`config.mk`:
```
export PLATFORM = sky130hd
export DESIGN_NAME = websocket_frame_deframer_unit_flat
export DESIGN_NICKNAME = d
export VERILOG_FILES = /design/src/rtl/wsd_pkg.sv /design/src/rtl/wsd_channels.sv /design/src/rtl/websocket_frame_deframer_unit.sv /design/src/rtl/wsd_in_stage.sv /design/src/rtl/wsd_parser.sv /design/src/rtl/wsd_out_stage.sv /design/src/flat_wrapper.sv
export SDC_FILE = /design/constraint.sdc
export NUM_CORES = 1
export LEC_CHECK = 0
export ABC_AREA = 1
export BUFFER_PORTS_ARGS = -buffer_cell sky130_fd_sc_hd__buf_4
export CAP_MARGIN = 20
export CORE_MARGIN = 8
export CORE_UTILIZATION = 40
export DETAILED_ROUTE_END_ITERATION = 8
export GPL_TIMING_DRIVEN = 0
export MAX_ROUTING_LAYER = met4
export PLACE_DENSITY = 0.56
export REMOVE_ABC_BUFFERS = 1
export SETUP_SLACK_MARGIN = 0.3
export SYNTH_ARGS = -nofsm -noshare
export SYNTH_HDL_FRONTEND = slang
export SYNTH_SLANG_ARGS = --single-unit
```
`constraint.sdc`:
```
create_clock -name clk -period 11.9 [get_ports clk]
set_clock_uncertainty 0.15 [all_clocks]
set_input_delay 2.38 -clock clk [delete_from_list [all_inputs] [get_ports clk]]
set_output_delay 2.38 -clock clk [all_outputs]
set_load 0.005 [all_outputs]
```
`src/rtl/wsd_pkg.sv`:
```
// shared types and constants of the websocket frame deframer
package wsd_pkg;

  localparam int LEN_W = 17;
  localparam logic [LEN_W-1:0] LEN_SAT = '1;
  localparam logic [LEN_W-1:0] MAX_LEN_RESET = 17'd65536;

  localparam logic [2:0] PH_BYTE0   = 3'd0;
  localparam logic [2:0] PH_BYTE1   = 3'd1;
  localparam logic [2:0] PH_EXTLEN  = 3'd2;
  localparam logic [2:0] PH_MASK    = 3'd3;
  localparam logic [2:0] PH_PAYLOAD = 3'd4;
  localparam logic [2:0] PH_ERROR   = 3'd5;

  localparam logic [1:0] KIND_HEADER  = 2'd0;
  localparam logic [1:0] KIND_PAYLOAD = 2'd1;
  localparam logic [1:0] KIND_ERROR   = 2'd2;

  localparam logic [6:0] LEN7_EXT16 = 7'd126;
  localparam logic [6:0] LEN7_EXT64 = 7'd127;
  localparam logic [3:0] EXT16_BYTES = 4'd2;
  localparam logic [3:0] EXT64_BYTES = 4'd8;
  localparam logic [1:0] MASK_LAST_IDX = 2'd3;

  typedef struct packed {
    logic [1:0]       kind;
    logic [3:0]       frame_opcode;
    logic             fin_flag;
    logic             was_masked;
    logic [LEN_W-1:0] payload_len;
    logic [7:0]       data_out;
    logic             last;
  } res_t;

endpackage

```
`src/rtl/wsd_channels.sv`:
```
// valid/ready channel interfaces for received bytes and parse results
interface wsd_byte_if;
  logic       valid;
  logic       ready;
  logic [7:0] in_byte;

  modport source (output valid, output in_byte, input ready);
  modport sink (input valid, input in_byte, output ready);
endinterface

interface wsd_result_if;
  logic                     valid;
  logic                     ready;
  logic [1:0]               kind;
  logic [3:0]               frame_opcode;
  logic                     fin_flag;
  logic                     was_masked;
  logic [wsd_pkg::LEN_W-1:0] payload_len;
  logic [7:0]               data_out;
  logic                     last;

  modport source (output valid, output kind, output frame_opcode, output fin_flag,
                  output was_masked, output payload_len, output data_out, output last,
                  input ready);
  modport sink (input valid, input kind, input frame_opcode, input fin_flag,
                input was_masked, input payload_len, input data_out, input last,
                output ready);
endinterface

```
`src/rtl/websocket_frame_deframer_unit.sv`:
```
// top level of the websocket frame deframer
// Takes one received byte per transfer on stream and parses websocket frames: a header
// result once the header and any mask key are in, then one unmasked result per payload
// byte with last set on the final one (or on the header of an empty frame). A frame
// longer than max length gives an error result, after which all bytes are dropped until
// reset. One byte is taken every cycle unless result.ready stalls the result register;
// result.valid rises after the byte passes the input register, the combinational parse
// and the result register. stream.ready follows result.ready combinationally through it.
// The user must write the length limit (cfg_wr_en/cfg_wr_data) only while idle; not enforced.
module websocket_frame_deframer_unit (
  input  logic                      clk,
  input  logic                      rst,
  input  logic                      cfg_wr_en,
  input  logic [wsd_pkg::LEN_W-1:0] cfg_wr_data,
  wsd_byte_if.sink                  stream,
  wsd_result_if.source              result
);

  logic          advance;
  logic          byte_valid;
  logic [7:0]    byte_data;
  logic          res_valid;
  wsd_pkg::res_t res;
  wsd_pkg::res_t out_res;

  wsd_in_stage u_in (
    .clk        (clk),
    .rst        (rst),
    .up_valid   (stream.valid),
    .up_byte    (stream.in_byte),
    .up_ready   (stream.ready),
    .advance    (advance),
    .byte_valid (byte_valid),
    .byte_data  (byte_data)
  );

  wsd_parser u_parser (
    .clk         (clk),
    .rst         (rst),
    .cfg_wr_en   (cfg_wr_en),
    .cfg_wr_data (cfg_wr_data),
    .byte_valid  (byte_valid),
    .byte_data   (byte_data),
    .advance     (advance),
    .res_valid   (res_valid),
    .res         (res)
  );

  wsd_out_stage u_out (
    .clk        (clk),
    .rst        (rst),
    .res_valid  (res_valid),
    .res        (res),
    .down_ready (result.ready),
    .advance    (advance),
    .out_valid  (result.valid),
    .out_res    (out_res)
  );

  assign result.kind         = out_res.kind;
  assign result.frame_opcode = out_res.frame_opcode;
  assign result.fin_flag     = out_res.fin_flag;
  assign result.was_masked   = out_res.was_masked;
  assign result.payload_len  = out_res.payload_len;
  assign result.data_out     = out_res.data_out;
  assign result.last         = out_res.last;

endmodule

```
`src/rtl/wsd_in_stage.sv`:
```
// input register holding one received byte
module wsd_in_stage (
  input  logic       clk,
  input  logic       rst,
  input  logic       up_valid,
  input  logic [7:0] up_byte,
  output logic       up_ready,
  input  logic       advance,
  output logic       byte_valid,
  output logic [7:0] byte_data
);

  assign up_ready = !byte_valid || advance;

  always_ff @(posedge clk) begin
    if (rst) begin
      byte_valid <= 1'b0;
    end else if (up_ready) begin
      byte_valid <= up_valid;
    end
  end

  always_ff @(posedge clk) begin
    if (up_ready && up_valid) begin
      byte_data <= up_byte;
    end
  end

endmodule

```
`src/rtl/wsd_parser.sv`:
```
// frame header state machine, length check and payload unmasking
module wsd_parser (
  input  logic                      clk,
  input  logic                      rst,
  input  logic                      cfg_wr_en,
  input  logic [wsd_pkg::LEN_W-1:0] cfg_wr_data,
  input  logic                      byte_valid,
  input  logic [7:0]                byte_data,
  input  logic                      advance,
  output logic                      res_valid,
  output wsd_pkg::res_t             res
);

  logic [wsd_pkg::LEN_W-1:0] max_len;
  logic [2:0]                phase, phase_next;
  logic [wsd_pkg::LEN_W-1:0] len_lo, len_lo_next;
  logic                      len_ovf, len_ovf_next;
  logic [3:0]                ext_left, ext_left_next;
  logic [31:0]               key_word, key_word_next;
  logic [wsd_pkg::LEN_W-1:0] payload_left, payload_left_next;
  logic [1:0]                mask_idx, mask_idx_next;
  logic [3:0]                held_opcode, held_opcode_next;
  logic                      held_fin, held_fin_next;
  logic                      held_masked, held_masked_next;

  logic       fire;
  logic       emit;
  logic       after_len;
  logic       finish;
  logic       over;
  logic [7:0] key_byte;

  assign fire = byte_valid && advance;
  assign res_valid = byte_valid && emit;

  always_comb begin
    phase_next        = phase;
    len_lo_next       = len_lo;
    len_ovf_next      = len_ovf;
    ext_left_next     = ext_left;
    key_word_next     = key_word;
    payload_left_next = payload_left;
    mask_idx_next     = mask_idx;
    held_opcode_next  = held_opcode;
    held_fin_next     = held_fin;
    held_masked_next  = held_masked;
    emit      = 1'b0;
    after_len = 1'b0;
    finish    = 1'b0;
    over      = 1'b0;
    key_byte  = 8'd0;
    res.kind     = wsd_pkg::KIND_HEADER;
    res.data_out = 8'd0;
    res.last     = 1'b0;

    case (phase)
      wsd_pkg::PH_BYTE0: begin
        held_opcode_next = byte_data[3:0];
        held_fin_next    = byte_data[7];
        phase_next       = wsd_pkg::PH_BYTE1;
      end
      wsd_pkg::PH_BYTE1: begin
        held_masked_next = byte_data[7];
        len_lo_next      = '0;
        len_ovf_next     = 1'b0;
        if (byte_data[6:0] == wsd_pkg::LEN7_EXT16) begin
          ext_left_next = wsd_pkg::EXT16_BYTES;
          phase_next    = wsd_pkg::PH_EXTLEN;
        end else if (byte_data[6:0] == wsd_pkg::LEN7_EXT64) begin
          ext_left_next = wsd_pkg::EXT64_BYTES;
          phase_next    = wsd_pkg::PH_EXTLEN;
        end else begin
          len_lo_next = wsd_pkg::LEN_W'(byte_data[6:0]);
          after_len   = 1'b1;
        end
      end
      wsd_pkg::PH_EXTLEN: begin
        len_lo_next   = {len_lo[wsd_pkg::LEN_W-9:0], byte_data};
        len_ovf_next  = len_ovf || (|len_lo[wsd_pkg::LEN_W-1:wsd_pkg::LEN_W-8]);
        ext_left_next = 4'(ext_left - 4'd1);
        after_len     = (ext_left_next == 4'd0);
      end
      wsd_pkg::PH_MASK: begin
        key_word_next = {key_word[23:0], byte_data};
        if (mask_idx != wsd_pkg::MASK_LAST_IDX) begin
          mask_idx_next = 2'(mask_idx + 2'd1);
        end else begin
          finish = 1'b1;
        end
      end
      wsd_pkg::PH_PAYLOAD: begin
        case (mask_idx)
          2'd0: key_byte = key_word[31:24];
          2'd1: key_byte = key_word[23:16];
          2'd2: key_byte = key_word[15:8];
          default: key_byte = key_word[7:0];
        endcase
        if (!held_masked) begin
          key_byte = 8'd0;
        end
        mask_idx_next = 2'(mask_idx + 2'd1);
        emit          = 1'b1;
        res.kind      = wsd_pkg::KIND_PAYLOAD;
        res.data_out  = byte_data ^ key_byte;
        if (payload_left <= wsd_pkg::LEN_W'(1)) begin
          payload_left_next = '0;
          phase_next        = wsd_pkg::PH_BYTE0;
          res.last          = 1'b1;
        end else begin
          payload_left_next = wsd_pkg::LEN_W'(payload_left - wsd_pkg::LEN_W'(1));
        end
      end
      default: begin
      end
    endcase

    if (after_len) begin
      if (held_masked_next) begin
        phase_next    = wsd_pkg::PH_MASK;
        mask_idx_next = 2'd0;
        key_word_next = 32'd0;
      end else begin
        finish = 1'b1;
      end
    end

    if (finish) begin
      over = len_ovf_next || (len_lo_next > max_len);
      emit = 1'b1;
      if (over) begin
        phase_next = wsd_pkg::PH_ERROR;
        res.kind   = wsd_pkg::KIND_ERROR;
      end else begin
        payload_left_next = len_lo_next;
        mask_idx_next     = 2'd0;
        res.kind          = wsd_pkg::KIND_HEADER;
        if (len_lo_next == '0) begin
          phase_next = wsd_pkg::PH_BYTE0;
          res.last   = 1'b1;
        end else begin
          phase_next = wsd_pkg::PH_PAYLOAD;
        end
      end
    end

    res.frame_opcode = held_opcode_next;
    res.fin_flag     = held_fin_next;
    res.was_masked   = held_masked_next;
    res.payload_len  = len_ovf_next ? wsd_pkg::LEN_SAT : len_lo_next;
  end

  always_ff @(posedge clk) begin
    if (rst) begin
      max_len <= wsd_pkg::MAX_LEN_RESET;
    end else if (cfg_wr_en) begin
      max_len <= cfg_wr_data;
    end
  end

  always_ff @(posedge clk) begin
    if (rst) begin
      phase        <= wsd_pkg::PH_BYTE0;
      len_lo       <= '0;
      len_ovf      <= 1'b0;
      ext_left     <= 4'd0;
      key_word     <= 32'd0;
      payload_left <= '0;
      mask_idx     <= 2'd0;
      held_opcode  <= 4'd0;
      held_fin     <= 1'b0;
      held_masked  <= 1'b0;
    end else if (fire) begin
      phase        <= phase_next;
      len_lo       <= len_lo_next;
      len_ovf      <= len_ovf_next;
      ext_left     <= ext_left_next;
      key_word     <= key_word_next;
      payload_left <= payload_left_next;
      mask_idx     <= mask_idx_next;
      held_opcode  <= held_opcode_next;
      held_fin     <= held_fin_next;
      held_masked  <= held_masked_next;
    end
  end

endmodule

```
`src/rtl/wsd_out_stage.sv`:
```
// result register toward the downstream channel
module wsd_out_stage (
  input  logic          clk,
  input  logic          rst,
  input  logic          res_valid,
  input  wsd_pkg::res_t res,
  input  logic          down_ready,
  output logic          advance,
  output logic          out_valid,
  output wsd_pkg::res_t out_res
);

  assign advance = !out_valid || down_ready;

  always_ff @(posedge clk) begin
    if (rst) begin
      out_valid <= 1'b0;
    end else if (advance) begin
      out_valid <= res_valid;
    end
  end

  always_ff @(posedge clk) begin
    if (advance && res_valid) begin
      out_res <= res;
    end
  end

endmodule

```
`src/flat_wrapper.sv`:
```
// flat-port wrapper written by rule: the top's interface ports become plain ports
module websocket_frame_deframer_unit_flat 
  (clk, rst, cfg_wr_en, cfg_wr_data, stream_valid, stream_in_byte, stream_ready, result_valid, result_kind, result_frame_opcode, result_fin_flag, result_was_masked, result_payload_len, result_data_out, result_last, result_ready);
  wsd_byte_if stream_i ();
  wsd_result_if result_i ();
  input  logic clk;
  input  logic rst;
  input  logic cfg_wr_en;
  input  logic [wsd_pkg::LEN_W-1:0] cfg_wr_data;
  input wire logic [$bits(stream_i.valid)-1:0] stream_valid;
  input wire logic [$bits(stream_i.in_byte)-1:0] stream_in_byte;
  output wire logic [$bits(stream_i.ready)-1:0] stream_ready;
  output wire logic [$bits(result_i.valid)-1:0] result_valid;
  output wire logic [$bits(result_i.kind)-1:0] result_kind;
  output wire logic [$bits(result_i.frame_opcode)-1:0] result_frame_opcode;
  output wire logic [$bits(result_i.fin_flag)-1:0] result_fin_flag;
  output wire logic [$bits(result_i.was_masked)-1:0] result_was_masked;
  output wire logic [$bits(result_i.payload_len)-1:0] result_payload_len;
  output wire logic [$bits(result_i.data_out)-1:0] result_data_out;
  output wire logic [$bits(result_i.last)-1:0] result_last;
  input wire logic [$bits(result_i.ready)-1:0] result_ready;
  assign stream_i.valid = stream_valid;
  assign stream_i.in_byte = stream_in_byte;
  assign stream_ready = stream_i.ready;
  assign result_valid = result_i.valid;
  assign result_kind = result_i.kind;
  assign result_frame_opcode = result_i.frame_opcode;
  assign result_fin_flag = result_i.fin_flag;
  assign result_was_masked = result_i.was_masked;
  assign result_payload_len = result_i.payload_len;
  assign result_data_out = result_i.data_out;
  assign result_last = result_i.last;
  assign result_i.ready = result_ready;
  websocket_frame_deframer_unit u_core (.clk(clk), .rst(rst), .cfg_wr_en(cfg_wr_en), .cfg_wr_data(cfg_wr_data), .stream(stream_i), .result(result_i));
endmodule
```
==> impl_metrics.env <==
export IMPL_p_per_area_nw_per_um2=138
export IMPL_ir_drop_mv=0.106
export IMPL_cap_violations=0
export IMPL_grt_max_degree=53
export IMPL_ant_nets=0
export IMPL_clock_tree_root_cell="clkbuf_16"
export IMPL_routed_wl_mm=18.6
export IMPL_rsz0062_at_grt="no"
export IMPL_synth_cell_types=41
export IMPL_clk_pin_slew_ps=60
export IMPL_power_leakage_uw=0.00410
export IMPL_wl_per_cell_um=14.9
export IMPL_clk_path_buf_depth=2
export IMPL_min_from="u_core.u_parser.max_len[4]$_SDFFE_PP0P_"
export IMPL_arrival_ps=2890
export IMPL_reg2regPathDepth=20
export IMPL_cts_num_sinks=143
export IMPL_gr_usage_met2_pct=24.6
export IMPL_vias=6243
export IMPL_status="complete, no violations"
export IMPL_die_y_um=151
export IMPL_io_pins=66
export IMPL_grtUsageTotal_pct=17.3
export IMPL_r2r_start="u_core.u_parser.phase[2]$_SDFFE_PP0P_"
export IMPL_r2r_slack_ps=7610
export IMPL_diodes=0
export IMPL_vias_per_cell=4.99
export IMPL_cts_buffers=17
export IMPL_critical_path_class="in -> out"
export IMPL_final_period_utilization_pct=45.5
export IMPL_tightest_slew_ps=938
export IMPL_post_cts_buffers=0
export IMPL_finalWeightedCongestion=0.821
export IMPL_drive_gt1_share_pct=12.6
export IMPL_startpoint_type="input pin"
export IMPL_clk_insertion_delay_late_ps=420
export IMPL_r2r_end="u_core.u_parser.payload_left[7]$_SDFFE_PP0P_"
export IMPL_coreArea_um2=18000
export IMPL_grtUsageMet1_pct=24.6
export IMPL_endpoint="stream_ready"
export IMPL_h_tree_depth=4
export IMPL_syn_instance_count=966
export IMPL_cts_tree="done"
export IMPL_fillers=1834
export IMPL_die_area_um2=22900
export IMPL_final_min_clock_period_ps=5420
export IMPL_cp_max_fo=3
export IMPL_avgSynthCellArea_um2=7.60
export IMPL_grt_pass1_wl_mm=30.3
export IMPL_fmaxAchievable_ghz=0.185
export IMPL_drtIter0Drc=664
export IMPL_crit_start="result_ready"
export IMPL_slew_violations=0
export IMPL_grt_pass1_vias=5750
export IMPL_setup_viol=0
export IMPL_synth_area_top_cells="dfxtp_1, edfxtp_1, nand2_1"
export IMPL_hold_violations=0
export IMPL_initial_core_util_pct=40.9
export IMPL_holdBufCountCts=0
export IMPL_port_buffers=65
export IMPL_route_detailed_drc=0
export IMPL_layout_nets=1068
export IMPL_fp_dieW_um=151
export IMPL_cp_cell_sequence="buf_4 > inv_1 > nand2_1 > inv_1 > nand2_1 > buf_4"
export IMPL_hold_path_class="reg -> reg"
export IMPL_required_ps=9370
export IMPL_async_reset_ff_share_pct=0
export IMPL_holdWs_ps=313
export IMPL_critPathCaptureType="output pin"
export IMPL_yosys_warnings=0
export IMPL_tns_ps=0
export IMPL_synth_edf_count=42
export IMPL_antenna_found_initial=0
export IMPL_syn2layout_area_growth_pct=17.2
export IMPL_ys_ff_latch=143
export IMPL_critPathSlowestCell="buf_4"
export IMPL_place_hpwl_mm=12.8
export IMPL_grtUsageMet3_pct=2.44
export IMPL_grt_busiest_layer="met2"
export IMPL_overflow=0
export IMPL_rows=49
export IMPL_synthesis_area_um2=7340
export IMPL_slowest_delay_ps=150
export IMPL_ctsResizeCount=0
export IMPL_synth_yosys_seq_area_share_pct=44.7
export IMPL_slew_headroom_pct=37.5
export IMPL_yosys_area_top_type="dfxtp_1"
export IMPL_synth_top_cell_area_share_pct=27.5
export IMPL_first_pass_iters=5
export IMPL_ys_flop_type="dfxtp_1"
==> layer usage <==
layer	wire length, um	part of all wire, %
met1	9430	51
met3	840	4.5
met5	0	0
met4	254	1.4
met2	8080	43
==> sequential cells by signal (all words and copies together), names as in the netlist <==
name and cells:
u_core.u_parser.mask_idx 2, u_core.u_parser.len_lo 17, u_core.u_in.byte_data 8, u_core.u_parser.max_len 17, u_core.u_parser.held_opcode 4, u_core.u_parser.payload_left 17, u_core.u_parser.len_ovf 1, u_core.u_parser.phase 3
u_core.u_parser.ext_left 4, u_core.u_parser.held_masked 1, u_core.u_in.byte_valid 1, u_core.u_out.out_res 34, u_core.u_out.out_valid 1, u_core.u_parser.key_word 32, u_core.u_parser.held_fin 1
==> critical path: cells and delay by family <==
family	cells	cell delay (ps)
buffers and inverters	4	360
AND/OR/NAND/NOR	2	140
==> worst min-delay path by stage <==
| stage | cells past startpoint | to |
|---|---|---|
| global route | 2 | u_core.u_parser.ext_left[1]$_SDFFE_PP0P_ |
| finish | 2 | u_core.u_parser.max_len[4]$_SDFFE_PP0P_ |
| floorplan | 2 | u_core.u_parser.max_len[2]$_SDFFE_PP0P_ |
| global placement | 2 | u_core.u_parser.max_len[4]$_SDFFE_PP0P_ |
| detailed placement | 2 | u_core.u_parser.ext_left[1]$_SDFFE_PP0P_ |
| CTS | 2 | u_core.u_parser.ext_left[1]$_SDFFE_PP0P_ |
==> synth_stat cells (2+ instances only) <==
| library cell | count |
|---|---|
| ha_1 | 28 |
| a221oi_1 | 9 |
| edfxtp_1 | 42 |
| nand2_1 | 216 |
| nand3b_1 | 2 |
| clkbuf_1 | 28 |
| nor2_1 | 82 |
| dfxtp_1 | 101 |
| o21ai_0 | 50 |
| nor3_1 | 12 |
| nor2_2 | 3 |
| o22ai_1 | 2 |
| a21oi_1 | 77 |
| a31oi_1 | 2 |
| nand3_2 | 2 |
| inv_2 | 5 |
| o211ai_1 | 33 |
| xnor2_1 | 3 |
| o211ai_2 | 3 |
| nand3_1 | 55 |
| nor4_1 | 6 |
| or2_2 | 4 |
| buf_6 | 4 |
| nand2_2 | 5 |
| xor2_1 | 8 |
| nand4_1 | 10 |
| inv_1 | 147 |
| buf_2 | 11 |
| a22oi_1 | 4 |
==> cells by family after synthesis <==
| kind of cell | count (synthesis) | share of synthesized area, % |
|---|---|---|
| AO/OA/AOI/OAI | 187 | 15.3 |
| flip-flops | 143 | 44.7 |
| AND/OR/NAND/NOR | 400 | 23.2 |
| adder cells (fa/ha/maj) | 28 | 4.77 |
| buffers and inverters | 197 | 10.7 |
| XOR/XNOR | 11 | 1.31 |
==> layout make-up <==
| cell class | instances | area, um^2 | share of cell area (%) |
|---|---|---|---|
| clock buffers | 26 | 553 | 6.43 |
| clock inverters | 6 | 66.3 | 0.771 |
| inverters | 154 | 581 | 6.75 |
| multi-input cells | 626 | 3290 | 38.2 |
| flip-flops and latches | 143 | 3280 | 38.2 |
| well taps | 229 | 287 | 3.33 |
| repair buffers | 68 | 543 | 6.31 |
==> per-stage QoR <==
step | power [uW] | cells | utilization, % | worst slack [ps] | cell area [um^2]
5_1_grt | 1240 | 1252 | 47.9 | 6410 | 8600
3_3_place_gp | 648 | 1217 | 44.0 | 3010 | 7910
6_report | 1190 | 1252 | 47.9 | 6480 | 8600
4_1_cts | 1200 | 1252 | 47.9 | 6480 | 8600
3_5_place_dp | 650 | 1220 | 44.4 | 6480 | 7980
2_1_floorplan | 608 | 923 | - | 5520 | 7130
==> cells in the final DEF, fill, tap and decap left out, types with 3 or more instances in the layout <==
cell type and count:
nand2_1 215, inv_1 146, dfxtp_1 101, nor2_1 81, a21oi_1 77, buf_4 65
nand3_1 55, o21ai_0 49, edfxtp_1 42, o211ai_1 33, ha_1 28, clkbuf_16 20
nor3_1 12, nand4_1 10, a221oi_1 9, xor2_1 8, nor4_1 6, inv_2 6
nand2_2 6, or2_2 4, nor2_2 4, a22oi_1 4, xnor2_1 3, o211ai_2 3
clkbuf_1 3, clkbuf_8 3
==> power by group <==
group          total, uW  internal (uW)  switching (uW)
clock                551            343             208
sequential           526            516            10.3
combinational        113           38.5            74.6
(Power assumes the default switching activity.)
